## src/smms_pkg.sv

```systemverilog
`timescale 1ns / 1ps
// Package for the servo mode motion sequencer: widths, mode, phase and
// register codes, reset values, scan windows and the angle helper functions.
// No dependencies.
package smms_pkg;

    localparam int ANGLE_W     = 8;
    localparam int PULSE_W     = 12;
    localparam int MODE_W      = 2;
    localparam int PHASE_W     = 2;
    localparam int RND_W       = 16;
    localparam int CFG_IDX_W   = 3;
    localparam int CFG_DATA_W  = 12;
    localparam int DIGIT_W     = 2;
    localparam int PROD_W      = ANGLE_W + PULSE_W;
    localparam int MUL_STEPS   = ANGLE_W / DIGIT_W;
    localparam int DIV_STEPS   = PULSE_W / DIGIT_W;
    localparam int CNT_W       = 3;
    localparam int SUM_W       = PULSE_W + 2;
    localparam int IN_TDATA_W  = 24;
    localparam int OUT_TDATA_W = 32;

    // Modes
    localparam logic [MODE_W-1:0] MODE_HOME  = 2'd0;
    localparam logic [MODE_W-1:0] MODE_SCAN  = 2'd1;
    localparam logic [MODE_W-1:0] MODE_EMERG = 2'd2;
    localparam logic [MODE_W-1:0] MODE_RSVD  = 2'd3;

    // Scan phases
    localparam logic [PHASE_W-1:0] PH_LEFT    = 2'd0;
    localparam logic [PHASE_W-1:0] PH_MID_L   = 2'd1;
    localparam logic [PHASE_W-1:0] PH_RIGHT   = 2'd2;
    localparam logic [PHASE_W-1:0] PH_MID_R   = 2'd3;

    // Register indexes
    localparam logic [CFG_IDX_W-1:0] REG_HOME_ANGLE  = 3'd0;
    localparam logic [CFG_IDX_W-1:0] REG_NORMAL_STEP = 3'd1;
    localparam logic [CFG_IDX_W-1:0] REG_SHAKE_STEP  = 3'd2;
    localparam logic [CFG_IDX_W-1:0] REG_SHAKE_LEFT  = 3'd3;
    localparam logic [CFG_IDX_W-1:0] REG_SHAKE_RIGHT = 3'd4;
    localparam logic [CFG_IDX_W-1:0] REG_PULSE_ZERO  = 3'd5;
    localparam logic [CFG_IDX_W-1:0] REG_PULSE_HOME  = 3'd6;
    localparam logic [CFG_IDX_W-1:0] REG_PULSE_FULL  = 3'd7;

    // Register reset values
    localparam logic [ANGLE_W-1:0] RST_HOME_ANGLE  = 8'd90;
    localparam logic [ANGLE_W-1:0] RST_NORMAL_STEP = 8'd2;
    localparam logic [ANGLE_W-1:0] RST_SHAKE_STEP  = 8'd10;
    localparam logic [ANGLE_W-1:0] RST_SHAKE_LEFT  = 8'd45;
    localparam logic [ANGLE_W-1:0] RST_SHAKE_RIGHT = 8'd135;
    localparam logic [PULSE_W-1:0] RST_PULSE_ZERO  = 12'd500;
    localparam logic [PULSE_W-1:0] RST_PULSE_HOME  = 12'd1500;
    localparam logic [PULSE_W-1:0] RST_PULSE_FULL  = 12'd2500;

    // Scan windows
    localparam logic [ANGLE_W-1:0] LEFT_LOW    = 8'd30;
    localparam logic [ANGLE_W-1:0] LEFT_HIGH   = 8'd60;
    localparam logic [ANGLE_W-1:0] MIDDLE_LOW  = 8'd80;
    localparam logic [ANGLE_W-1:0] MIDDLE_HIGH = 8'd100;
    localparam logic [ANGLE_W-1:0] RIGHT_LOW   = 8'd120;
    localparam logic [ANGLE_W-1:0] RIGHT_HIGH  = 8'd150;

    localparam logic [ANGLE_W-1:0] FULL_ANGLE = 8'd180;
    localparam logic [PULSE_W-1:0] PULSE_CEIL = 12'd3000;

    typedef struct packed {
        logic               start;
        logic [PULSE_W-1:0] mcand;
        logic [ANGLE_W-1:0] mplier;
        logic [ANGLE_W-1:0] divisor;
    } md_request_t;

    typedef struct packed {
        logic               done;
        logic [PULSE_W-1:0] quotient;
    } md_result_t;

    function automatic logic [ANGLE_W-1:0] clamp_angle(input logic [ANGLE_W:0] a);
        logic [ANGLE_W-1:0] r;
        r = (a > {1'b0, FULL_ANGLE}) ? FULL_ANGLE : a[ANGLE_W-1:0];
        return r;
    endfunction

    // lo + ((rnd * span) >> 16), span forced to one for an inverted window
    function automatic logic [ANGLE_W-1:0] draw_angle(input logic [ANGLE_W-1:0] lo,
                                                      input logic [ANGLE_W-1:0] hi,
                                                      input logic [RND_W-1:0] rnd);
        logic [ANGLE_W-1:0]       span;
        logic [RND_W+ANGLE_W-1:0] prod;
        logic [ANGLE_W:0]         sum;
        span = (hi >= lo) ? ANGLE_W'(hi - lo + 8'd1) : 8'd1;
        prod = rnd * span;
        sum  = {1'b0, lo} + {1'b0, prod[RND_W+ANGLE_W-1:RND_W]};
        return clamp_angle(sum);
    endfunction

    function automatic logic [ANGLE_W-1:0] slew_angle(input logic [ANGLE_W-1:0] cur,
                                                      input logic [ANGLE_W-1:0] tgt,
                                                      input logic [ANGLE_W-1:0] step);
        logic [ANGLE_W:0]   up;
        logic [ANGLE_W-1:0] gap;
        logic [ANGLE_W-1:0] r;
        up  = {1'b0, cur} + {1'b0, step};
        gap = cur - tgt;
        r   = cur;
        if (cur < tgt) begin
            r = (up > {1'b0, tgt}) ? tgt : up[ANGLE_W-1:0];
        end else if (cur > tgt) begin
            r = (gap <= step) ? tgt : ANGLE_W'(cur - step);
        end
        return r;
    endfunction

endpackage

```

## src/smms_muldiv.sv

```systemverilog
`timescale 1ns / 1ps
// Digit-serial multiply then divide, two bits a cycle: (mcand * mplier) / divisor.
// Depends on smms_pkg. The caller guarantees mplier <= divisor, so the
// quotient fits in PULSE_W bits.
module smms_muldiv (
    input  logic                 aclk,
    input  logic                 aresetn,
    input  smms_pkg::md_request_t req,
    output smms_pkg::md_result_t  res
);
    import smms_pkg::*;

    typedef enum logic [2:0] {
        MD_IDLE = 3'b001,
        MD_MUL  = 3'b010,
        MD_DIV  = 3'b100
    } md_state_t;

    md_state_t            state_reg, state_next;
    logic [CNT_W-1:0]     cnt_reg, cnt_next;
    logic [PROD_W-1:0]    prod_reg, prod_next;
    logic [PROD_W-1:0]    mcand_reg, mcand_next;
    logic [ANGLE_W-1:0]   mplier_reg, mplier_next;
    logic [ANGLE_W-1:0]   div_reg, div_next;
    logic [ANGLE_W-1:0]   rem_reg, rem_next;
    logic [PULSE_W-1:0]   quo_reg, quo_next;
    logic                 done_reg, done_next;
    logic [PROD_W-1:0]    prod_sum;
    logic [ANGLE_W-1:0]   div_rem;
    logic [PULSE_W-1:0]   div_quo;
    logic [ANGLE_W:0]     trial;

    // one digit of the product: add the shifted multiplicand per set bit
    always_comb begin
        prod_sum = prod_reg;
        for (int i = 0; i < DIGIT_W; i++) begin
            if (mplier_reg[i]) begin
                prod_sum = prod_sum + (mcand_reg << i);
            end
        end
    end

    // one digit of restoring division
    always_comb begin
        div_rem = rem_reg;
        div_quo = quo_reg;
        trial   = '0;
        for (int i = 0; i < DIGIT_W; i++) begin
            trial   = {div_rem, div_quo[PULSE_W-1]};
            div_quo = {div_quo[PULSE_W-2:0], 1'b0};
            if (trial >= {1'b0, div_reg}) begin
                trial      = trial - {1'b0, div_reg};
                div_quo[0] = 1'b1;
            end
            div_rem = trial[ANGLE_W-1:0];
        end
    end

    always_comb begin
        state_next  = state_reg;
        cnt_next    = cnt_reg;
        prod_next   = prod_reg;
        mcand_next  = mcand_reg;
        mplier_next = mplier_reg;
        div_next    = div_reg;
        rem_next    = rem_reg;
        quo_next    = quo_reg;
        done_next   = 1'b0;
        unique case (state_reg)
            MD_IDLE: begin
                if (req.start) begin
                    prod_next   = '0;
                    mcand_next  = PROD_W'(req.mcand);
                    mplier_next = req.mplier;
                    div_next    = req.divisor;
                    cnt_next    = '0;
                    state_next  = MD_MUL;
                end
            end
            MD_MUL: begin
                prod_next   = prod_sum;
                mcand_next  = mcand_reg << DIGIT_W;
                mplier_next = mplier_reg >> DIGIT_W;
                cnt_next    = cnt_reg + 1'b1;
                if (cnt_reg == CNT_W'(MUL_STEPS - 1)) begin
                    // high part is below the divisor, low part feeds the quotient
                    rem_next   = prod_sum[PROD_W-1:PULSE_W];
                    quo_next   = prod_sum[PULSE_W-1:0];
                    cnt_next   = '0;
                    state_next = MD_DIV;
                end
            end
            MD_DIV: begin
                rem_next = div_rem;
                quo_next = div_quo;
                cnt_next = cnt_reg + 1'b1;
                if (cnt_reg == CNT_W'(DIV_STEPS - 1)) begin
                    done_next  = 1'b1;
                    state_next = MD_IDLE;
                end
            end
        endcase
    end

    always_ff @(posedge aclk) begin
        if (!aresetn) begin
            state_reg <= MD_IDLE;
            cnt_reg   <= '0;
            done_reg  <= 1'b0;
        end else begin
            state_reg <= state_next;
            cnt_reg   <= cnt_next;
            done_reg  <= done_next;
        end
        prod_reg   <= prod_next;
        mcand_reg  <= mcand_next;
        mplier_reg <= mplier_next;
        div_reg    <= div_next;
        rem_reg    <= rem_next;
        quo_reg    <= quo_next;
    end

    assign res.done     = done_reg;
    assign res.quotient = quo_reg;

endmodule

```

## src/servo_mode_motion_sequencer.sv

```systemverilog
`timescale 1ns / 1ps
// Top level of the servo mode motion sequencer: mode entry rules, slew,
// scan draws and the angle to pulse mapping. Depends on smms_pkg and smms_muldiv.
//
//  channel  | direction | handshake          | payload
//  ---------+-----------+--------------------+------------------------------------
//  s_       | in        | s_tvalid/s_tready  | s_tdata: requested_mode, random_word
//  m_       | out       | m_tvalid/m_tready  | m_tdata: angle_now, pulse_us,
//           |           |                    |          angle_goal, phase_now
//  cfg_     | in        | cfg_valid/cfg_ready| cfg_index, cfg_data (always ready)
//
// One request at a time: from acceptance back to ready the sequencer runs the step,
// the map setup, 4 multiply digits, 6 divide digits, the finish, the load and the
// return, when the result register is free. The digits run in the two-bit serial
// multiply-divide. The result register lets the next request enter while a
// result waits; a stalled result holds the sequencer in its last cycle.
// aresetn is synchronous, active low, and restores the register defaults.
module servo_mode_motion_sequencer (
    input  logic                                 aclk,
    input  logic                                 aresetn,
    input  logic                                 s_tvalid,
    output logic                                 s_tready,
    // [1:0] requested_mode, [17:2] random_word, [23:18] zero
    input  logic [smms_pkg::IN_TDATA_W-1:0]      s_tdata,
    output logic                                 m_tvalid,
    input  logic                                 m_tready,
    // [7:0] angle_now, [19:8] pulse_us, [27:20] angle_goal, [29:28] phase_now,
    // [31:30] zero
    output logic [smms_pkg::OUT_TDATA_W-1:0]     m_tdata,
    input  logic                                 cfg_valid,
    output logic                                 cfg_ready,
    input  logic [smms_pkg::CFG_IDX_W-1:0]       cfg_index,
    input  logic [smms_pkg::CFG_DATA_W-1:0]      cfg_data
);
    import smms_pkg::*;

    typedef enum logic [4:0] {
        S_IDLE = 5'b00001,
        S_STEP = 5'b00010,
        S_MAP  = 5'b00100,
        S_WAIT = 5'b01000,
        S_DONE = 5'b10000
    } state_t;

    state_t              state_reg, state_next;

    // configuration
    logic [ANGLE_W-1:0]  home_reg, nstep_reg, sstep_reg, sleft_reg, sright_reg;
    logic [PULSE_W-1:0]  p0_reg, ph_reg, pf_reg;

    // sequencer state
    logic [MODE_W-1:0]   mode_reg, mode_next;
    logic [PHASE_W-1:0]  phase_reg, phase_next;
    logic [ANGLE_W-1:0]  cur_reg, cur_next;
    logic [ANGLE_W-1:0]  tgt_reg, tgt_next;

    // captured request
    logic [MODE_W-1:0]   req_reg;
    logic [RND_W-1:0]    rnd_reg;

    // mapping
    logic [PULSE_W-1:0]  base_reg, base_next;
    logic                neg_reg, neg_next;
    logic [PULSE_W-1:0]  pulse_reg, pulse_next;

    // result register
    logic                   m_tvalid_reg, m_tvalid_next;
    logic [OUT_TDATA_W-1:0] m_tdata_reg, m_tdata_next;

    md_request_t         md_req;
    md_result_t          md_res;

    // step datapath
    logic [MODE_W-1:0]   eff_mode;
    logic [ANGLE_W-1:0]  left_c, right_c, home_c;
    logic [ANGLE_W-1:0]  draw_l, draw_m, draw_r;
    logic [ANGLE_W-1:0]  tgt_e, step_sel;
    logic [PHASE_W-1:0]  phase_e, phase_adv;

    // mapping datapath
    logic                map_lower;
    logic [PULSE_W:0]    map_diff;
    logic [PULSE_W-1:0]  map_mag;
    logic [SUM_W-1:0]    fin_sum;
    logic                load_out;

    assign s_tready  = (state_reg == S_IDLE);
    assign cfg_ready = 1'b1;
    assign m_tvalid  = m_tvalid_reg;
    assign m_tdata   = m_tdata_reg;

    // Configuration writes: the bus must write only while the block is idle; the block itself does not enforce this.
    always_ff @(posedge aclk) begin
        if (!aresetn) begin
            home_reg   <= RST_HOME_ANGLE;
            nstep_reg  <= RST_NORMAL_STEP;
            sstep_reg  <= RST_SHAKE_STEP;
            sleft_reg  <= RST_SHAKE_LEFT;
            sright_reg <= RST_SHAKE_RIGHT;
            p0_reg     <= RST_PULSE_ZERO;
            ph_reg     <= RST_PULSE_HOME;
            pf_reg     <= RST_PULSE_FULL;
        end else if (cfg_valid && cfg_ready) begin
            unique case (cfg_index)
                REG_HOME_ANGLE:  home_reg   <= cfg_data[ANGLE_W-1:0];
                REG_NORMAL_STEP: nstep_reg  <= cfg_data[ANGLE_W-1:0];
                REG_SHAKE_STEP:  sstep_reg  <= cfg_data[ANGLE_W-1:0];
                REG_SHAKE_LEFT:  sleft_reg  <= cfg_data[ANGLE_W-1:0];
                REG_SHAKE_RIGHT: sright_reg <= cfg_data[ANGLE_W-1:0];
                REG_PULSE_ZERO:  p0_reg     <= cfg_data;
                REG_PULSE_HOME:  ph_reg     <= cfg_data;
                REG_PULSE_FULL:  pf_reg     <= cfg_data;
            endcase
        end
    end

    // Step: the reserved mode code keeps the previous mode and skips entry.
    always_comb begin
        eff_mode = (req_reg == MODE_RSVD) ? mode_reg : req_reg;
        left_c   = clamp_angle({1'b0, sleft_reg});
        right_c  = clamp_angle({1'b0, sright_reg});
        home_c   = clamp_angle({1'b0, home_reg});
        draw_l   = draw_angle(LEFT_LOW, LEFT_HIGH, rnd_reg);
        draw_m   = draw_angle(MIDDLE_LOW, MIDDLE_HIGH, rnd_reg);
        draw_r   = draw_angle(RIGHT_LOW, RIGHT_HIGH, rnd_reg);

        // entry rule on a change of mode
        tgt_e   = tgt_reg;
        phase_e = phase_reg;
        if (eff_mode != mode_reg) begin
            case (eff_mode)
                MODE_HOME: tgt_e = home_c;
                MODE_SCAN: begin
                    phase_e = PH_LEFT;
                    tgt_e   = draw_l;
                end
                default:   tgt_e = left_c;
            endcase
        end

        phase_adv = phase_e + 1'b1;
        step_sel  = (eff_mode == MODE_EMERG) ? sstep_reg : nstep_reg;

        cur_next   = cur_reg;
        tgt_next   = tgt_e;
        phase_next = phase_e;
        case (eff_mode)
            MODE_HOME: begin
                tgt_next = home_c;
                cur_next = slew_angle(cur_reg, home_c, step_sel);
            end
            MODE_SCAN: begin
                if (cur_reg != tgt_e) begin
                    cur_next = slew_angle(cur_reg, tgt_e, step_sel);
                end else begin
                    // arrived: advance the phase and draw from its window
                    phase_next = phase_adv;
                    case (phase_adv)
                        PH_LEFT:  tgt_next = draw_l;
                        PH_RIGHT: tgt_next = draw_r;
                        PH_MID_L, PH_MID_R: tgt_next = draw_m;
                        default:  tgt_next = draw_m;
                    endcase
                end
            end
            default: begin
                if (cur_reg != tgt_e) begin
                    cur_next = slew_angle(cur_reg, tgt_e, step_sel);
                end else begin
                    // arrived: toggle between the shake ends
                    tgt_next = (tgt_e == left_c) ? right_c : left_c;
                end
            end
        endcase
        mode_next = eff_mode;
    end

    // Map setup: pick the segment, split the slope into sign and magnitude.
    always_comb begin
        map_lower = (cur_reg <= home_reg);
        md_req.start = (state_reg == S_MAP);
        if (map_lower) begin
            base_next      = p0_reg;
            map_diff       = {1'b0, ph_reg} - {1'b0, p0_reg};
            md_req.mplier  = cur_reg;
            md_req.divisor = home_reg;
            if (home_reg == '0) begin
                // zero-width lower segment: pulse_at_zero exactly
                map_diff       = '0;
                md_req.divisor = ANGLE_W'(1);
            end
        end else begin
            base_next      = ph_reg;
            map_diff       = {1'b0, pf_reg} - {1'b0, ph_reg};
            md_req.mplier  = cur_reg - home_reg;
            md_req.divisor = FULL_ANGLE - home_reg;
        end
        neg_next     = map_diff[PULSE_W];
        map_mag      = neg_next ? PULSE_W'(-map_diff) : map_diff[PULSE_W-1:0];
        md_req.mcand = map_mag;
    end

    smms_muldiv u_muldiv (
        .aclk    (aclk),
        .aresetn (aresetn),
        .req     (md_req),
        .res     (md_res)
    );

    // Finish: add the signed quotient, saturate to the pulse range.
    always_comb begin
        fin_sum = neg_reg ? SUM_W'({2'b00, base_reg} - {2'b00, md_res.quotient})
                          : SUM_W'({2'b00, base_reg} + {2'b00, md_res.quotient});
        if (fin_sum[SUM_W-1]) begin
            pulse_next = '0;
        end else if (fin_sum > SUM_W'(PULSE_CEIL)) begin
            pulse_next = PULSE_CEIL;
        end else begin
            pulse_next = fin_sum[PULSE_W-1:0];
        end
    end

    assign load_out = (state_reg == S_DONE) && (!m_tvalid_reg || m_tready);

    always_comb begin
        state_next = state_reg;
        unique case (state_reg)
            S_IDLE: if (s_tvalid) state_next = S_STEP;
            S_STEP: state_next = S_MAP;
            S_MAP:  state_next = S_WAIT;
            S_WAIT: if (md_res.done) state_next = S_DONE;
            S_DONE: if (load_out) state_next = S_IDLE;
        endcase
    end

    // Result register: drop valid once taken, reload when free.
    always_comb begin
        m_tvalid_next = m_tvalid_reg && !m_tready;
        m_tdata_next  = m_tdata_reg;
        if (load_out) begin
            m_tvalid_next = 1'b1;
            m_tdata_next  = {2'b00, phase_reg, tgt_reg, pulse_reg, cur_reg};
        end
    end

    always_ff @(posedge aclk) begin
        if (!aresetn) begin
            state_reg    <= S_IDLE;
            m_tvalid_reg <= 1'b0;
            mode_reg     <= MODE_HOME;
            phase_reg    <= PH_LEFT;
            cur_reg      <= clamp_angle({1'b0, RST_HOME_ANGLE});
            tgt_reg      <= clamp_angle({1'b0, RST_HOME_ANGLE});
        end else begin
            state_reg    <= state_next;
            m_tvalid_reg <= m_tvalid_next;
            if (state_reg == S_STEP) begin
                mode_reg  <= mode_next;
                phase_reg <= phase_next;
                cur_reg   <= cur_next;
                tgt_reg   <= tgt_next;
            end
        end
        if (s_tvalid && s_tready) begin
            req_reg <= s_tdata[MODE_W-1:0];
            rnd_reg <= s_tdata[MODE_W+RND_W-1:MODE_W];
        end
        if (state_reg == S_MAP) begin
            base_reg <= base_next;
            neg_reg  <= neg_next;
        end
        if ((state_reg == S_WAIT) && md_res.done) begin
            pulse_reg <= pulse_next;
        end
        m_tdata_reg <= m_tdata_next;
    end

endmodule

```

## config.mk

```make
export PLATFORM = sky130hd
export DESIGN_NAME = servo_mode_motion_sequencer
export DESIGN_NICKNAME = d
export VERILOG_FILES = /design/src/smms_pkg.sv /design/src/smms_muldiv.sv /design/src/servo_mode_motion_sequencer.sv
export SDC_FILE = /design/constraint.sdc
export NUM_CORES = 1
export LEC_CHECK = 0
export ABC_AREA = 1
export BUFFER_PORTS_ARGS = -buffer_cell sky130_fd_sc_hd__buf_2
export CORE_MARGIN = 2
export CORE_UTILIZATION = 50
export DETAILED_ROUTE_END_ITERATION = 16
export HOLD_SLACK_MARGIN = 0.12
export PLACE_DENSITY = 0.7
export SLEW_MARGIN = 40
export SYNTH_ARGS = -nofsm -noshare
export SYNTH_HDL_FRONTEND = slang
export SYNTH_SLANG_ARGS = --single-unit
```

## constraint.sdc

```tcl
create_clock -name aclk -period 7.6 [get_ports aclk]
set_input_delay 0.38 -clock aclk [delete_from_list [all_inputs] [get_ports aclk]]
set_output_delay 0.38 -clock aclk [all_outputs]
set_load 0.05 [all_outputs]
```

### Yosys cells after proc, flatten, opt, wreduce, memory -nomap -nowiden

Index checks and enable logic that the tools add are counted.

| storage, ports and cells | value |
|---|---|
| bits in registers | 258 |
| input bits | 44 |
| output and inout bits | 35 |
| logic and storage cells | 201 |

| operators by class | value |
|---|---|
| $add $sub $neg | 20 |
| multipliers | 2 |
| magnitude comparators | 18 |
| equal/unequal tests | 33 |
| muxes and demuxes | 66 |
| reductions and logical operators | 32 |

Operator list:

| kind | number |
|---|---|
| 8-bit 2-to-1 mux | 26 |
| 20-bit 2-to-1 mux | 4 |
| 20-bit case mux with 2 select lines | 2 |
| 8-bit case mux with 2 select lines | 4 |
| 12-bit 2-to-1 mux | 4 |
| 8-bit subtractor | 6 |
| 16-bit by 5-bit multiplier with 21-bit output (second input constant) | 2 |
| 20-bit adder | 2 |
| 8-bit > comparator (second input constant) | 5 |
| 12-bit by 12-bit subtractor with 13-bit output | 3 |
| 13-bit 2-to-1 mux | 2 |
| 5-bit case mux with 5 select lines | 1 |
| 8-bit less-or-equal comparator | 3 |
| 12-bit case mux with 2 select lines | 1 |
| 8-bit case mux with 3 select lines | 1 |
| 2-bit AND reduction | 12 |
| 3-bit == test (second input constant) | 6 |
| 9-bit by 8-bit greater-or-equal comparator with 1-bit output | 2 |
| 9-bit by 8-bit > comparator with 1-bit output | 2 |
| 3-bit case mux with 3 select lines | 2 |
| 7-bit by 5-bit adder with 8-bit output (first input constant) | 2 |
| 8-bit > comparator | 2 |
| 8-bit less-than comparator | 2 |
| 16-bit 2-to-1 mux | 1 |
| 40 further kinds | 74 |

### Depth between registers and ports, before layout

Gate-level depths: netlist of run 1.

| depth | value |
|---|---|
| word-level depth | 13 |
| gate-level depth with buffers | 48 |
| depth with buffers taken out | 47 |

### Hierarchy

A second synthesis of run 1 with hierarchy kept.

| second synthesis, totals | value |
|---|---|
| cell total of the unflattened synthesis | 3246 |
| area total of the unflattened synthesis | 23687.7 µm² |

By module, submodules not included:

| module | instances | cells an instance | area each (µm²) | seq. area each (µm²) |
|---|---|---|---|---|
| servo_mode_motion_sequencer | 1 | 2297 | 16687.3 | 4234.1 |
| smms_muldiv | 1 | 949 | 7000.5 | 2422.3 |

### Worst setup path before layout of run 1

Ideal clock, no wire load.

| timing path | value |
|---|---|
| path kind | reg2reg |
| start point | register rnd_reg[10] |
| end point | register cur_reg[5] |
| library setup time | 0.119 ns |
| data arrival time | 6.318 ns |
| required time | 7.481 ns |
| slack | 1.162 ns |
| cell stages (with the launch flop) | 46 |
| buffers on the path | 1 |
| period minus slack after synthesis | 6.438 ns |
| cell sequence | edfxtp_1 inv_1 fa_1 inv_1 fa_1 inv_1 fa_1 inv_1 ha_1 nand2_1 nor2_1 inv_1 nor3_2 nand2_1 nand2_1 nand2_1 nand2_1 inv_1 [10 not listed] nand2_1 nor2_1 o21ai_0 nand2_1 xor2_1 ha_1 nand2_1 nor2_1 nand2_1 o211ai_1 nand2_1 inv_1 clkbuf_1 o21ai_0 a21oi_1 nand2_1 nand2_1 a21oi_1 |

| between the ends | value |
|---|---|
| word-level cells in the longest chain between the ends | 13 |
| elaborated cells between the ends (all ways) | 21 |
| classes of those cells | add/sub: 2; mul: 1; order compare: 5; eq/ne: 1; mux: 9; reduce/logical: 3 |

Ends and longest elaborated chain:

| item | line | source |
|---|---|---|
| start: declaration | servo_mode_motion_sequencer.sv:59 | `logic [RND_W-1:0] rnd_reg;` |
| start signal: assignment | servo_mode_motion_sequencer.sv:266 | `rnd_reg <= s_tdata[MODE_W+RND_W-1:MODE_W];` |
| 16-bit by 5-bit multiplier with 21-bit output (*) | smms_pkg.sv:92 | `prod = rnd * span;` |
| 5-bit by 5-bit adder with 6-bit output (*) | smms_pkg.sv:93 | `sum = {1'b0, lo} + {1'b0, prod[RND_W+ANGLE_W-1:RND_W]};` |
| 6-bit by 8-bit > comparator with 1-bit output | smms_pkg.sv:80 | `r = (a > {1'b0, FULL_ANGLE}) ? FULL_ANGLE : a[ANGLE_W-1:0];` |
| 8-bit 2-to-1 mux (*) | smms_pkg.sv:80 |  |
| 8-bit case mux with 2 select lines (*) | servo_mode_motion_sequencer.sv:131 | `case (eff_mode)` |
| 8-bit 2-to-1 mux (*) | servo_mode_motion_sequencer.sv:130 | `if (eff_mode != mode_reg) begin` |
| 8-bit subtractor | smms_pkg.sv:104 | `gap = cur - tgt;` |
| 8-bit less-or-equal comparator | smms_pkg.sv:109 | `r = (gap <= step) ? tgt : ANGLE_W'(cur - step);` |
| 8-bit 2-to-1 mux | smms_pkg.sv:109 |  |
| 8-bit 2-to-1 mux | smms_pkg.sv:108 | `end else if (cur > tgt) begin` |
| 8-bit 2-to-1 mux | smms_pkg.sv:106 | `if (cur < tgt) begin` |
| 8-bit 2-to-1 mux | servo_mode_motion_sequencer.sv:153 | `if (cur_reg != tgt_e) begin` |
| 8-bit 2-to-1 mux | -- |  |
| end signal: assignment | servo_mode_motion_sequencer.sv:252 | `cur_reg <= clamp_angle({1'b0, RST_HOME_ANGLE});` |
| end signal: assignment | servo_mode_motion_sequencer.sv:260 | `cur_reg <= cur_next;` |
| end: declaration | servo_mode_motion_sequencer.sv:54 | `logic [ANGLE_W-1:0] cur_reg, cur_next;` |

Every way passes the cells marked *; elsewhere a longest branch is shown, timed or not. The select of a mux whose other input is x is not followed.
A chain may end at the register's enable or synchronous reset.

### Worst setup path after layout of run 1

| timing path | value |
|---|---|
| start point | register rnd_reg[4] |
| end point | register cur_reg[0] |

Same word-level chain as after synthesis.

==> results.md, run 1 <==
- The topmost layer with routed signal wires is met5.
- The internal power summed over all cells is 3.33 mW.
- The gate count of the mapped netlist is 2,952.
- The most numerous cell on the critical path is sky130_fd_sc_hd__nand2_1.
- Yosys mapped a number of flops with a built-in enable equal to roughly 150.
- Net switching is 41.5% of the power.
- The data arrival time of the critical path is between 7 and 8 ns.
- Among cell families on the critical path, the largest total delay comes from adder cells.
- The utilization after layout is between 50% and 60%.
- The number of buffers added by the clock tree synthesis step is 30.
- The number of pins exceeding their max-slew limit in the final report is 0.
- The total number of vias is 19,900.
- Entering global routing, the biggest net connects 92 pins.
- The routed wire length on met2 is 28.3 mm.
- The cell with the biggest individual delay on the critical path is sky130_fd_sc_hd__fa_1.
- The flip-flop count of the largest register after layout is 30.
- The number of warnings issued by yosys is 0.
- Per report_power, the clock group accounts for between 20% and 30% of the total.
- TritonCTS built the clock tree.
- Power spread over the standard cell area amounts to about 230 mW/mm^2.
- The worst hold-check path type is input port to flip-flop.
- Sequential cells were found to cover 29.7% of the synthesized design area.
- The height of the chip is 216 um.
- The initial antenna violation count is 1.
- The share of cell area taken by muxes after synthesis is 0.285%.
- The overall overflow remaining after global route is 0.
- Summing the areas of all xor and xnor instances in the mapped netlist gives under 10% of the synthesized area.
- Global routing used 25.5% of the available tracks.
- The first routing iteration left 1,368 violations.
- The complex-gate fraction of the synthesized area is 16.6%.
- The biggest area contributor in the post-synthesis netlist is sky130_fd_sc_hd__edfxtp_1.
- The latest clock arrival within the worst-skew pair is slightly below 0.6 ns.
- The area growth from synthesis to layout is 10.8%.
- The number of diodes added for antenna fixing is 0.
- The post-layout minimum cycle time is 6.99 ns.
- The tree is rooted in a sky130_fd_sc_hd__clkbuf_16.
- Input and output buffers added on the ports amount to 69.
- The number of routed nets with antenna violations is 0.
- The routability congestion estimate from global placement is 0.953.
- At the worst endpoint, the required time is 8.06 ns.
- After detailed routing, the wire length on met1 is 26.6 mm.
- The most common library cell in the layout ignoring fill and taps is sky130_fd_sc_hd__nand2_1.
- The net switching power figure is about 2.4 mW.
- The number of ports placed on the die boundary is 79.
- The first detailed-routing pass ran for 5 iterations.
- The DRC violations left is 0.
- The synthesized netlist devotes 20.1% of its cell area to adder and majority cells.
- The part of the cycle the worst path needs is 91.9%.
- The synthesis-stage register bit count is 258.
- The initial utilization of the core area, before any placement, comes to 50.7%.
- The routed via count divided by cell count is approximately 5.4.
- Across the VDD grid, the largest voltage drop is 0.186 mV.
- STA classifies the critical path endpoint as a flip-flop.
- Synthesis instantiated 70 different standard cells from the library.
- The die is 216 um wide.
- The largest incremental delay on the critical path is 0.57 ns.
- The setup skew after layout is 0.0136 ns.
- At the end of the flow, the number of nets in the layout was 3,408.
- Per report_power, the sequential group accounts for ~29% of the total.
- The floorplan has 77 rows.
- The measured slew at the worst slew-check pin is 0.860 ns.
- STA classifies the critical path startpoint as a flip-flop.
- The average wire per cell in the routed design is 16.3 um.
- By startpoint and endpoint, the worst setup path is classified as flip-flop to flip-flop.
- Summing every instance area after synthesis gives 0.0224 mm^2.
- The number of hold-slack violations in the final timing report is 0.
- The wire length of the first global-routing pass is ~97 mm.
- The core area is approximately 0.044 mm^2.
- By area, the combinational part of the netlist is dominated by adder cells.
- The max-cap check violation count is 0.
- Setup violations remaining at the end of the flow were counted as 0.
- The number of buffer and inverter stages on the critical path is 8.
- The via count of the first global-routing pass is roughly 19,000.
- In this run the number of H-tree levels came out at 1.
- The flow ran to the end, and the final reports show no timing, DRC or antenna violations.
- By area the synthesized netlist is led by sky130_fd_sc_hd__edfxtp_1 (20%), sky130_fd_sc_hd__ha_1 (14%), sky130_fd_sc_hd__dfxtp_1 (9.7%), sky130_fd_sc_hd__nand2_1 (9.7%), sky130_fd_sc_hd__inv_1 (7.9%).
- The simple-gate portion of the synthesized area is approximately a fifth.
- The leading register cell type out of synthesis is sky130_fd_sc_hd__edfxtp_1.
- Per report_power, the combinational group accounts for 45.1% of the total.
- The clock-pin slew reported for the worst setup and hold paths after clock tree synthesis is 0.07 ns.
- Counting every sink on the clock net gives 258.
- In the final layout, the share of cells above drive strength 1 is 8.58%.
- The final hold slack is between 0.2 and 0.25 ns.
- After synthesis, the largest area contributor takes up 20.0% of total cell area.
- The post-synthesis average cell area is 7.60 um^2.
- The detailed-route wire length is 59.6 mm.
- Timing would allow up to around 0.14 GHz.
- The maximum buffer depth of the clock tree is 3.
- The final HPWL from detailed placement is 46.2 mm.
- Of all nets on the critical path, the largest fanout is 12.
- The length of routed met3 wiring is 2.94 mm.
- The setup slack on the worst flop-to-flop path is 0.61 ns.
- The floorplan step defined a die boundary enclosing 0.0466 mm^2.
- The library cells used most frequently in the layout, excluding fill and tap cells, are sky130_fd_sc_hd__nand2_1 (579), sky130_fd_sc_hd__inv_1 (465), sky130_fd_sc_hd__a21oi_1 (268).
- The normalized max-slew margin is 42.6%.
- The analysis attributes to cell leakage a power of around 12 nW.
- The share of flip-flops with an asynchronous set or reset is 0%.
## through the flow
step | instance area, um^2 | power, mW | setup slack [ns] | std cells | TNS (ns)
floorplan | 22400 | 3.58 | 1.16 | 2953 | 0
global placement | 23400 | 4.08 | 0.442 | 3559 | 0
detailed placement | 23400 | 4.14 | 0.315 | 3561 | 0
CTS | 24700 | 5.67 | 0.279 | 3641 | 0
global route | 24900 | 6.14 | -0.0126 | 3658 | -0.0126
finish | 24900 | 5.69 | 0.612 | 3658 | 0
## worst min-delay path, stage by stage
cell and delay (ns):
sky130_fd_sc_hd__buf_2 0.18, sky130_fd_sc_hd__nand2_1 0.10, sky130_fd_sc_hd__nand3_1 0.06
## repair_timing
item	CTS	global route
resized for setup	0	10
hold buffers	24	0
setup endpoints to repair	0	8
buffers inserted	0	17
endpoints found under the hold margin	28	0
## Yosys cell counts (9+ instances only)
cell / n
sky130_fd_sc_hd__a21oi_1: 268
sky130_fd_sc_hd__xnor2_1: 32
sky130_fd_sc_hd__a211oi_1: 9
sky130_fd_sc_hd__o211ai_1: 41
sky130_fd_sc_hd__or2_2: 11
sky130_fd_sc_hd__fa_1: 63
sky130_fd_sc_hd__xor2_1: 60
sky130_fd_sc_hd__nand2_1: 581
sky130_fd_sc_hd__nor3_1: 22
sky130_fd_sc_hd__nand2_2: 14
sky130_fd_sc_hd__nand3_1: 102
sky130_fd_sc_hd__nor2_1: 227
sky130_fd_sc_hd__dfxtp_1: 109
sky130_fd_sc_hd__inv_1: 470
sky130_fd_sc_hd__o31ai_1: 10
sky130_fd_sc_hd__nand4_1: 38
sky130_fd_sc_hd__ha_1: 259
sky130_fd_sc_hd__clkbuf_1: 54
sky130_fd_sc_hd__a31oi_1: 10
sky130_fd_sc_hd__o21ai_0: 258
sky130_fd_sc_hd__o21bai_1: 14
sky130_fd_sc_hd__edfxtp_1: 149
## power groups by stage
stage	Clock [mW]	Sequential, mW	Combinational, mW
4_1_cts	1.53	1.63	2.52
3_3_place_gp	0	1.66	2.42
5_1_grt	1.58	1.63	2.93
2_1_floorplan	0	1.63	1.95
6_report	1.49	1.63	2.57
3_5_place_dp	0	1.66	2.49
## cell families after synthesis
kind of cell             after synthesis
multiplexers                           5
AND/OR/NAND/NOR                     1046
adder cells (fa/ha/maj)              322
flip-flops                           258
buffers and inverters                557
XOR/XNOR                              94
AO/OA/AOI/OAI                        668
other                                  2
## layout make-up
class	instances	area [um^2]
fill	4093	19400
multi-input combinational	2138	13700
sequential	258	6660
inverter	486	1850
timing repair buffer	128	880
clock buffer	35	833
tap	592	741
clock inverter	21	190
## final timing paths
path	from	to	cells after the start
max	rnd_reg[4]$_DFFE_PP_	cur_reg[0]$_SDFFE_PN0P_	43
min	cfg_data[6]	pf_reg[6]$_SDFFE_PN1P_	3
max reg2reg	rnd_reg[4]$_DFFE_PP_	cur_reg[0]$_SDFFE_PN0P_	43
min reg2reg	pulse_reg[4]$_SDFFCE_PP0P_	m_tdata[12]$_DFFE_PP_	0
## per-layer routing
metal / vias to the layer above / global-route usage [%]
met3: 111 / 2.27
li1: 9995 / -
met1: 9268 / 33.3
met5: - / 0
met4: 2 / 8.05
met2: 494 / 44.5
(Power assumes the default switching activity.)
==> inputs of run 2 (changes only) <==
--- a/config.mk
+++ b/config.mk
@@ -7,9 +7,12 @@
 export LEC_CHECK = 0
 export ABC_AREA = 1
 export BUFFER_PORTS_ARGS = -buffer_cell sky130_fd_sc_hd__buf_2
+export CAP_MARGIN = 20
 export CORE_MARGIN = 2
 export CORE_UTILIZATION = 50
+export CTS_BUF_LIST = sky130_fd_sc_hd__clkbuf_4
 export DETAILED_ROUTE_END_ITERATION = 16
+export GPL_ROUTABILITY_DRIVEN = 0
 export HOLD_SLACK_MARGIN = 0.12
 export PLACE_DENSITY = 0.7
 export SLEW_MARGIN = 40
==> run 2 against run 1 <==
Compared with the run above: global-route usage down 0.064 points; combinational power about the same; utilization down 0.15 points; highest routed layer is now met4.
==> results.md, run 2 (same netlist as run 1, synthesis figures left out) <==
- The part of the cycle the worst path needs is 91.5% (-0.47 points).
- The number of ports placed on the die boundary was 79 (unchanged).
- The most common library cell in the layout ignoring fill and taps is sky130_fd_sc_hd__nand2_1.
- The sink count of the clock tree is 258 (unchanged).
- The largest net degree at the start of global routing is 92 (unchanged).
- The standby leakage power is 11.9 nW (+0.43%).
- The floorplan die width was 216 um (unchanged).
- The via count of the first global-routing pass is 20,000 (+3.0%).
- The overall overflow remaining after global route came to 0 (unchanged).
- The number of placed instances with taps included is 3,563 (+0.056%).
- The starting density of the core is 50.7% (unchanged).
- The most critical setup path has its endpoint at cur_reg[0]$_SDFFE_PN0P_.
- The number of routed nets with antenna violations was 0 (unchanged).
- The core area is 0.0442 mm^2 (unchanged).
- The DRC violations left came to 0 (unchanged).
- The fraction of layout instances using a drive strength above 1 is 9.65% (+1.1 points).
- The number of stages on the worst setup path was 38 (-12%).
- The data arrival time of the critical path came to 7.63 ns (+0.18 ns).
- The utilization after layout is 56.1% (-0.15 points).
- The setup slack on the worst flop-to-flop path was 0.65 ns (+0.04 ns).
- The maximum buffer depth of the clock tree is 3 (unchanged).
- The setup skew after layout came to 0.0498 ns (+0.0362 ns).
- The clock tree from TritonCTS is done.
- The routed via count divided by cell count is 5.45 (+0.42%).
- The non-filler instance count after layout was 3,733 (+2.1%).
- The number of hold-slack violations in the final timing report is 0 (unchanged).
- The critical path required time is 8.28 ns (+0.22 ns).
- The worst hold-check path type is input port to flip-flop.
- The post-synthesis to final-layout area growth is 10.5%.
- The most critical setup path has its startpoint at rnd_reg[6]$_DFFE_PP_.
- The highest fanout seen on the critical path is 12 (unchanged).
- The power per unit of standard cell area is 223 mW/mm^2 (-2.6%).
- The number of pins exceeding their max-slew limit in the final report was 0 (unchanged).
- The overall fraction of global-route tracks in use is 25.4% (-0.064 points).
- The top cell types in the final layout, fill and taps aside, are sky130_fd_sc_hd__nand2_1 (579), sky130_fd_sc_hd__inv_1 (468), sky130_fd_sc_hd__a21oi_1 (268).
- The largest incremental delay on the critical path is 0.57 ns (about the same).
- Among the stages of the critical path, the cell type that occurs most often is sky130_fd_sc_hd__inv_1.
- The net count reported at finish came to 3,452 (+1.3%).
- The initial antenna violation count is 1 (unchanged).
- The kind of cell with the highest combined delay along the critical path is adder cells.
- The worst-case reg-to-reg path depth came to 38 (-12%).
- The startpoint identified for the worst register-to-register timing path is rnd_reg[6]$_DFFE_PP_.
- The fmax is 0.144 GHz (+0.51%).
- Setup repair after global routing left no endpoint under its margin.
- The average wire per cell in the routed design is 15.8 um (-3.0%).
- The end of the worst register-to-register path is cur_reg[0]$_SDFFE_PN0P_.
- The root buffer cell chosen for the clock tree is sky130_fd_sc_hd__clkbuf_4.
- The total number of H-tree levels is 3 (+2).
- The number of buffers added by the clock tree synthesis step is 73 (+140%).
- The latest clock arrival within the worst-skew pair is 0.81 ns (+0.23 ns).
- The worst setup path category is flip-flop to flip-flop.
- The normalized max-slew margin is 45.4% (+2.7 points).
- The final setup violation count is 0 (unchanged).
- The number of design-rule violations left by the first detailed-router iteration is 1,520 (+11%).
- The worst setup path is launched from a flip-flop.
- The endpoint kind of the worst setup timing path is a flip-flop.
- The summed negative setup slack over all endpoints is 0 ns (unchanged).
- The wire length of the first global-routing pass is 96.7 mm (-0.27%).
- The depth of the worst hold-timing path was 3 (unchanged).
- The clock-pin slew reported for the worst setup and hold paths after clock tree synthesis is 0.07 ns (about the same).
- The total number of vias was 20,400 (+2.5%).
- The number of buffer and inverter stages on the critical path is 8 (unchanged).
- The instance area at placement is 0.0234 mm^2 (about the same).
- The flow ran to the end, and the final reports show no timing, DRC or antenna violations.
- The port buffer count was 69 (unchanged).
- The max-cap check violation count is 0 (unchanged).
- The measured slew at the worst slew-check pin is 0.815 ns (-0.0457 ns).
- The final non-filler cell area is 0.0248 mm^2 (-0.27%).
- The row count is 77 (unchanged).
- The first-pass iteration count of the detailed router is 7 (+2).
- The worst-case vdd ir drop was 0.175 mV (-6.2%).
- The final HPWL from detailed placement is 45.2 mm (-2.1%).
- For this design, the slowest cell found on the critical path is sky130_fd_sc_hd__fa_1.
- The detailed-route wire length was 59.0 mm (-1.0%).
- The flip-flop count of the largest register after layout is 30 (unchanged).
- The post-layout minimum cycle time is 6.95 ns (-0.0355 ns).
- The height of the chip came to 216 um (unchanged).
- The area of the die came to 0.0466 mm^2 (unchanged).
run 2: cell types whose count changed in the layout (fill, tap and decap cells not counted), moves of 3 or more:
cell,delta
sky130_fd_sc_hd__clkinv_1,+16
sky130_fd_sc_hd__clkbuf_16,-32
sky130_fd_sc_hd__clkinvlp_4,-3
sky130_fd_sc_hd__clkinv_2,-4
sky130_fd_sc_hd__clkbuf_4,+102
sky130_fd_sc_hd__inv_1,+3
sky130_fd_sc_hd__clkinv_4,-3
sky130_fd_sc_hd__buf_4,-10
sky130_fd_sc_hd__dlygate4sd3_1,+11
run 2: worst min-delay path by stage:
stage / start / to / slack (ns)
6_report: aresetn / pf_reg[6]$_SDFFE_PN1P_ / 0.18
5_1_grt: aresetn / pf_reg[6]$_SDFFE_PN1P_ / 0.15
4_1_cts: cfg_valid / nstep_reg[1]$_SDFFE_PN1P_ / 0.15
3_5_place_dp: pulse_reg[3]$_SDFFCE_PP0P_ / m_tdata[11]$_DFFE_PP_ / 0.40
3_3_place_gp: pulse_reg[8]$_SDFFCE_PP0P_ / m_tdata[16]$_DFFE_PP_ / 0.41
2_1_floorplan: pulse_reg[2]$_SDFFCE_PP0P_ / m_tdata[10]$_DFFE_PP_ / 0.40
run 2: routing by layer:
layer / vias to the layer above / part of all wire [%] / GRT usage (%)
met5: - / 0 / 0
met4: 0 / 3.5 / 10.4
met3: 158 / 6.5 / 3.82
met2: 692 / 47 / 42.9
met1: 9397 / 43 / 32.5
li1: 10100 / - / -
run 2: timing repair:
item / 4_1_cts / 5_1_grt
gates resized for setup: 0 / 5
setup endpoints to repair: 0 / 6
endpoints found under the hold margin: 116 / 0
buffers inserted: 0 / 5
hold buffers: 35 / 0
run 2: area by class of cell:
cell class	count	area, um^2
fillers	4103	19400
inverters	486	1840
clock buffers	102	766
well taps	592	741
repair buffers	129	915
multi-input cells	2138	13700
flip-flops and latches	258	6660
diodes	1	2.50
clock inverters	27	183
run 2: worst min-delay path, delay by kind of cell:
kind,cells,cell delay [ns]
AND/OR/NAND/NOR,1,0.16
buffers and inverters,2,0.37
run 2: per-stage QoR:
| stage | setup WS [ns] | total power, mW | hold WS (ns) |
|---|---|---|---|
| 6_report | 0.648 | 5.53 | 0.179 |
| 5_1_grt | 0.0257 | 5.99 | 0.149 |
| 4_1_cts | 0.490 | 5.51 | 0.148 |
| 3_5_place_dp | 0.507 | 4.13 | 0.405 |
| 3_3_place_gp | 0.576 | 4.05 | 0.408 |
| 2_1_floorplan | 1.16 | 3.58 | 0.400 |
run 2: power by group:
part | total [mW] | switching, mW | internal, mW
Sequential | 1.63 | 0.0632 | 1.57
Combinational | 2.56 | 1.66 | 0.900
Clock | 1.34 | 0.645 | 0.695
==> inputs of run 3 (changes only) <==
--- a/config.mk
+++ b/config.mk
@@ -6,15 +6,17 @@
 export NUM_CORES = 1
 export LEC_CHECK = 0
 export ABC_AREA = 1
-export BUFFER_PORTS_ARGS = -buffer_cell sky130_fd_sc_hd__buf_2
 export CAP_MARGIN = 20
+export CELL_PAD_IN_SITES_DETAIL_PLACEMENT = 0
+export CELL_PAD_IN_SITES_GLOBAL_PLACEMENT = 1
 export CORE_MARGIN = 2
 export CORE_UTILIZATION = 50
 export CTS_BUF_LIST = sky130_fd_sc_hd__clkbuf_4
 export DETAILED_ROUTE_END_ITERATION = 16
+export DONT_BUFFER_PORTS = 1
 export GPL_ROUTABILITY_DRIVEN = 0
 export HOLD_SLACK_MARGIN = 0.12
-export PLACE_DENSITY = 0.7
+export PLACE_DENSITY = 0.86
 export SLEW_MARGIN = 40
 export SYNTH_ARGS = -nofsm -noshare
 export SYNTH_HDL_FRONTEND = slang
==> run 3 against run 2 <==
Compared with the run above: register-to-register slack worse by 0.05 ns; non-clock buffer count shrank 35; critical path depth is 6 higher; critical endpoint is now cur_reg[2]$_SDFFE_PN0P_.
==> results.md, run 3 (same netlist as run 1, synthesis figures left out) <==
- From synthesis to final layout, the design area changed by 10.8%.
- The total number of H-tree levels is 3 (unchanged).
- The most numerous cell on the critical path is sky130_fd_sc_hd__nand2_1.
- The port buffer count is 0 (-100%).
- The root buffer cell chosen for the clock tree is sky130_fd_sc_hd__clkbuf_4.
- The final HPWL from detailed placement is 46.6 mm (+3.0%).
- The setup path with the least slack is of type flip-flop to flip-flop.
- The critical path required time is 8.26 ns (-0.02 ns).
- The first-pass iteration count of the detailed router came to 5 (-2).
- The normalized max-slew margin was 44.9% (-0.46 points).
- The post-layout minimum cycle time is 7.00 ns (+0.0526 ns).
- The floorplan die width is 216 um (unchanged).
- The final setup violation count came to 0 (unchanged).
- The worst hold-check path type is input port to flip-flop.
- STA classifies the critical path endpoint as a flip-flop.
- The number of pins exceeding their max-slew limit in the final report is 0 (unchanged).
- The critical path launch point type is a flip-flop.
- The flow ran to the end, and the final reports show no timing, DRC or antenna violations.
- The depth of the worst hold-timing path is 1 (-2).
- The wire length of the first global-routing pass came to 99.6 mm (+2.9%).
- The number of hold-slack violations in the final timing report was 0 (unchanged).
- The net count reported at finish came to 3,417 (-1.0%).
- The fraction of layout instances using a drive strength above 1 is 8.62% (-1.0 points).
- The number of buffers added by the clock tree synthesis step came to 73 (unchanged).
- The worst-case vdd ir drop was 0.147 mV (-16%).
- The initial antenna violation count is 5 (+4).
- The endpoint identified for the worst register-to-register timing path is cur_reg[2]$_SDFFE_PN0P_.
- The latest clock arrival within the worst-skew pair is 0.82 ns (about the same).
- Among all stages on the critical path, the largest delay is contributed by sky130_fd_sc_hd__fa_1.
- The number of placed instances with taps included is 3,500 (-1.8%).
- The sum of internal, switching and leakage power came to 5.64 mW (+2.0%).
- The overall fraction of global-route tracks in use is 26.5% (+1.1 points).
- The setup skew after layout is 0.0552 ns (+0.00547 ns).
- Leaving out fill and tap cells, the most frequent cell in the layout is sky130_fd_sc_hd__nand2_1.
- The number of design-rule violations left by the first detailed-router iteration is 1,148 (-24%).
- The row count is 77 (unchanged).
- The power per unit of standard cell area is 227 mW/mm^2 (+1.8%).
- The setup slack on the worst flop-to-flop path is 0.60 ns (-0.05 ns).
- The final non-filler cell area is 0.0248 mm^2 (+0.23%).
- The DRC violations left is 0 (unchanged).
- TritonCTS built the clock tree.
- The core area is 0.0442 mm^2 (unchanged).
- The starting density of the core is 50.7% (unchanged).
- The total number of vias was 20,000 (-1.5%).
- The final hold slack is 0.196 ns (+0.0177 ns).
- The number of routed nets with antenna violations is 0 (unchanged).
- The startpoint of the worst register-to-register path is rnd_reg[8]$_DFFE_PP_.
- The top cell types in the final layout, fill and taps aside, are sky130_fd_sc_hd__nand2_1 (579), sky130_fd_sc_hd__inv_1 (465), sky130_fd_sc_hd__a21oi_1 (268).
- The height of the chip is 216 um (unchanged).
- The standby leakage power was 11.8 nW (-0.79%).
- The area of the die is 0.0466 mm^2 (unchanged).
- The worst-case reg-to-reg path depth came to 44 (+16%).
- The sink count of the clock tree came to 258 (unchanged).
- The largest incremental delay on the critical path is 0.50 ns (-0.07 ns).
- The overall overflow remaining after global route came to 0 (unchanged).
- The fmax came to 0.143 GHz (-0.75%).
- The utilization after layout is 56.2% (+0.13 points).
- The flip-flop count of the largest register after layout is 30 (unchanged).
- The part of the cycle the worst path needs is 92.2% (+0.69 points).
- The startpoint identified for the worst hold timing path is s_tdata[12].
- The maximum buffer depth of the clock tree was 3 (unchanged).
- The via count of the first global-routing pass is 19,900 (-0.96%).
- The largest net degree at the start of global routing is 91 (-1.1%).
- The average wire per cell in the routed design is 16.5 um (+4.5%).
- The non-filler instance count after layout came to 3,705 (-0.75%).
- The highest fanout seen on the critical path was 12 (unchanged).
- The number of ports placed on the die boundary is 79 (unchanged).
- The max-cap check violation count was 0 (unchanged).
- The routed via count divided by cell count is 5.41 (-0.79%).
- The data arrival time of the critical path came to 7.67 ns (+0.04 ns).
- The detailed-route wire length is 61.2 mm (+3.7%).
- The clock-pin slew reported for the worst setup and hold paths after clock tree synthesis came to 0.08 ns (about the same).
- The instance area at placement is 0.0231 mm^2 (-1.2%).
- The measured slew at the worst slew-check pin is 0.827 ns (+0.0120 ns).
- The endpoint with the worst hold slack is rnd_reg[10]$_DFFE_PP_.
==> run 3: through the flow <==
stage          worst slack [ns]  setup TNS (ns)
2_1_floorplan              1.16               0
3_3_place_gp              0.571               0
3_5_place_dp              0.487               0
4_1_cts                   0.418               0
5_1_grt                 -0.0230         -0.0230
6_report                  0.595               0
==> run 3: worst max-delay path, delay by kind of cell (launching register included) <==
family                   cells  cell delay, ns
adder cells (fa/ha/maj)      7            2.76
flip-flops                   1            0.45
XOR/XNOR                     1            0.07
buffers and inverters        9            0.86
AND/OR/NAND/NOR             19            1.66
AO/OA/AOI/OAI                8            1.06
==> run 3: how the worst max path moves through the flow <==
stage	start	slack, ns	to	cells after the start
detailed placement	rnd_reg[5]$_DFFE_PP_	0.49	cur_reg[2]$_SDFFE_PN0P_	43
CTS	rnd_reg[10]$_DFFE_PP_	0.42	cur_reg[2]$_SDFFE_PN0P_	44
finish	rnd_reg[8]$_DFFE_PP_	0.60	cur_reg[2]$_SDFFE_PN0P_	44
global placement	rnd_reg[10]$_DFFE_PP_	0.57	cur_reg[1]$_SDFFE_PN1P_	44
floorplan	rnd_reg[10]$_DFFE_PP_	1.16	cur_reg[5]$_SDFFE_PN0P_	45
global route	rnd_reg[8]$_DFFE_PP_	-0.02	cur_reg[2]$_SDFFE_PN0P_	44
==> run 3: routing by layer <==
metal | share of wire (%) | GRT usage, % | up-vias
met4 | 3.1 | 9.82 | 2
met1 | 44 | 33.4 | 9325
met3 | 5.5 | 3.75 | 120
li1 | - | - | 10100
met2 | 48 | 46.0 | 550
met5 | 0.018 | 0 | -
==> run 3: cell type report <==
class	count	area (um^2)
repair buffers	94	871
inverters	486	1850
flip-flops and latches	258	6660
well taps	592	741
multi-input cells	2138	13700
clock inverters	24	214
fillers	4155	19400
clock buffers	109	818
diodes	4	10.0
==> run 3: what timing repair did <==
action                                  CTS  global route
setup buffers                             0            20
hold endpoints to repair                130             0
resized for setup                         0             7
hold buffers                             48             0
endpoints found under the setup margin    0             8
==> run 3: power by group <==
part | switching, mW | internal [mW] | leakage [nW]
combinational | 1.65 | 0.906 | 9.00
sequential | 0.0585 | 1.57 | 2.24
clock | 0.657 | 0.797 | 0.603
total | 2.37 | 3.27 | 11.8
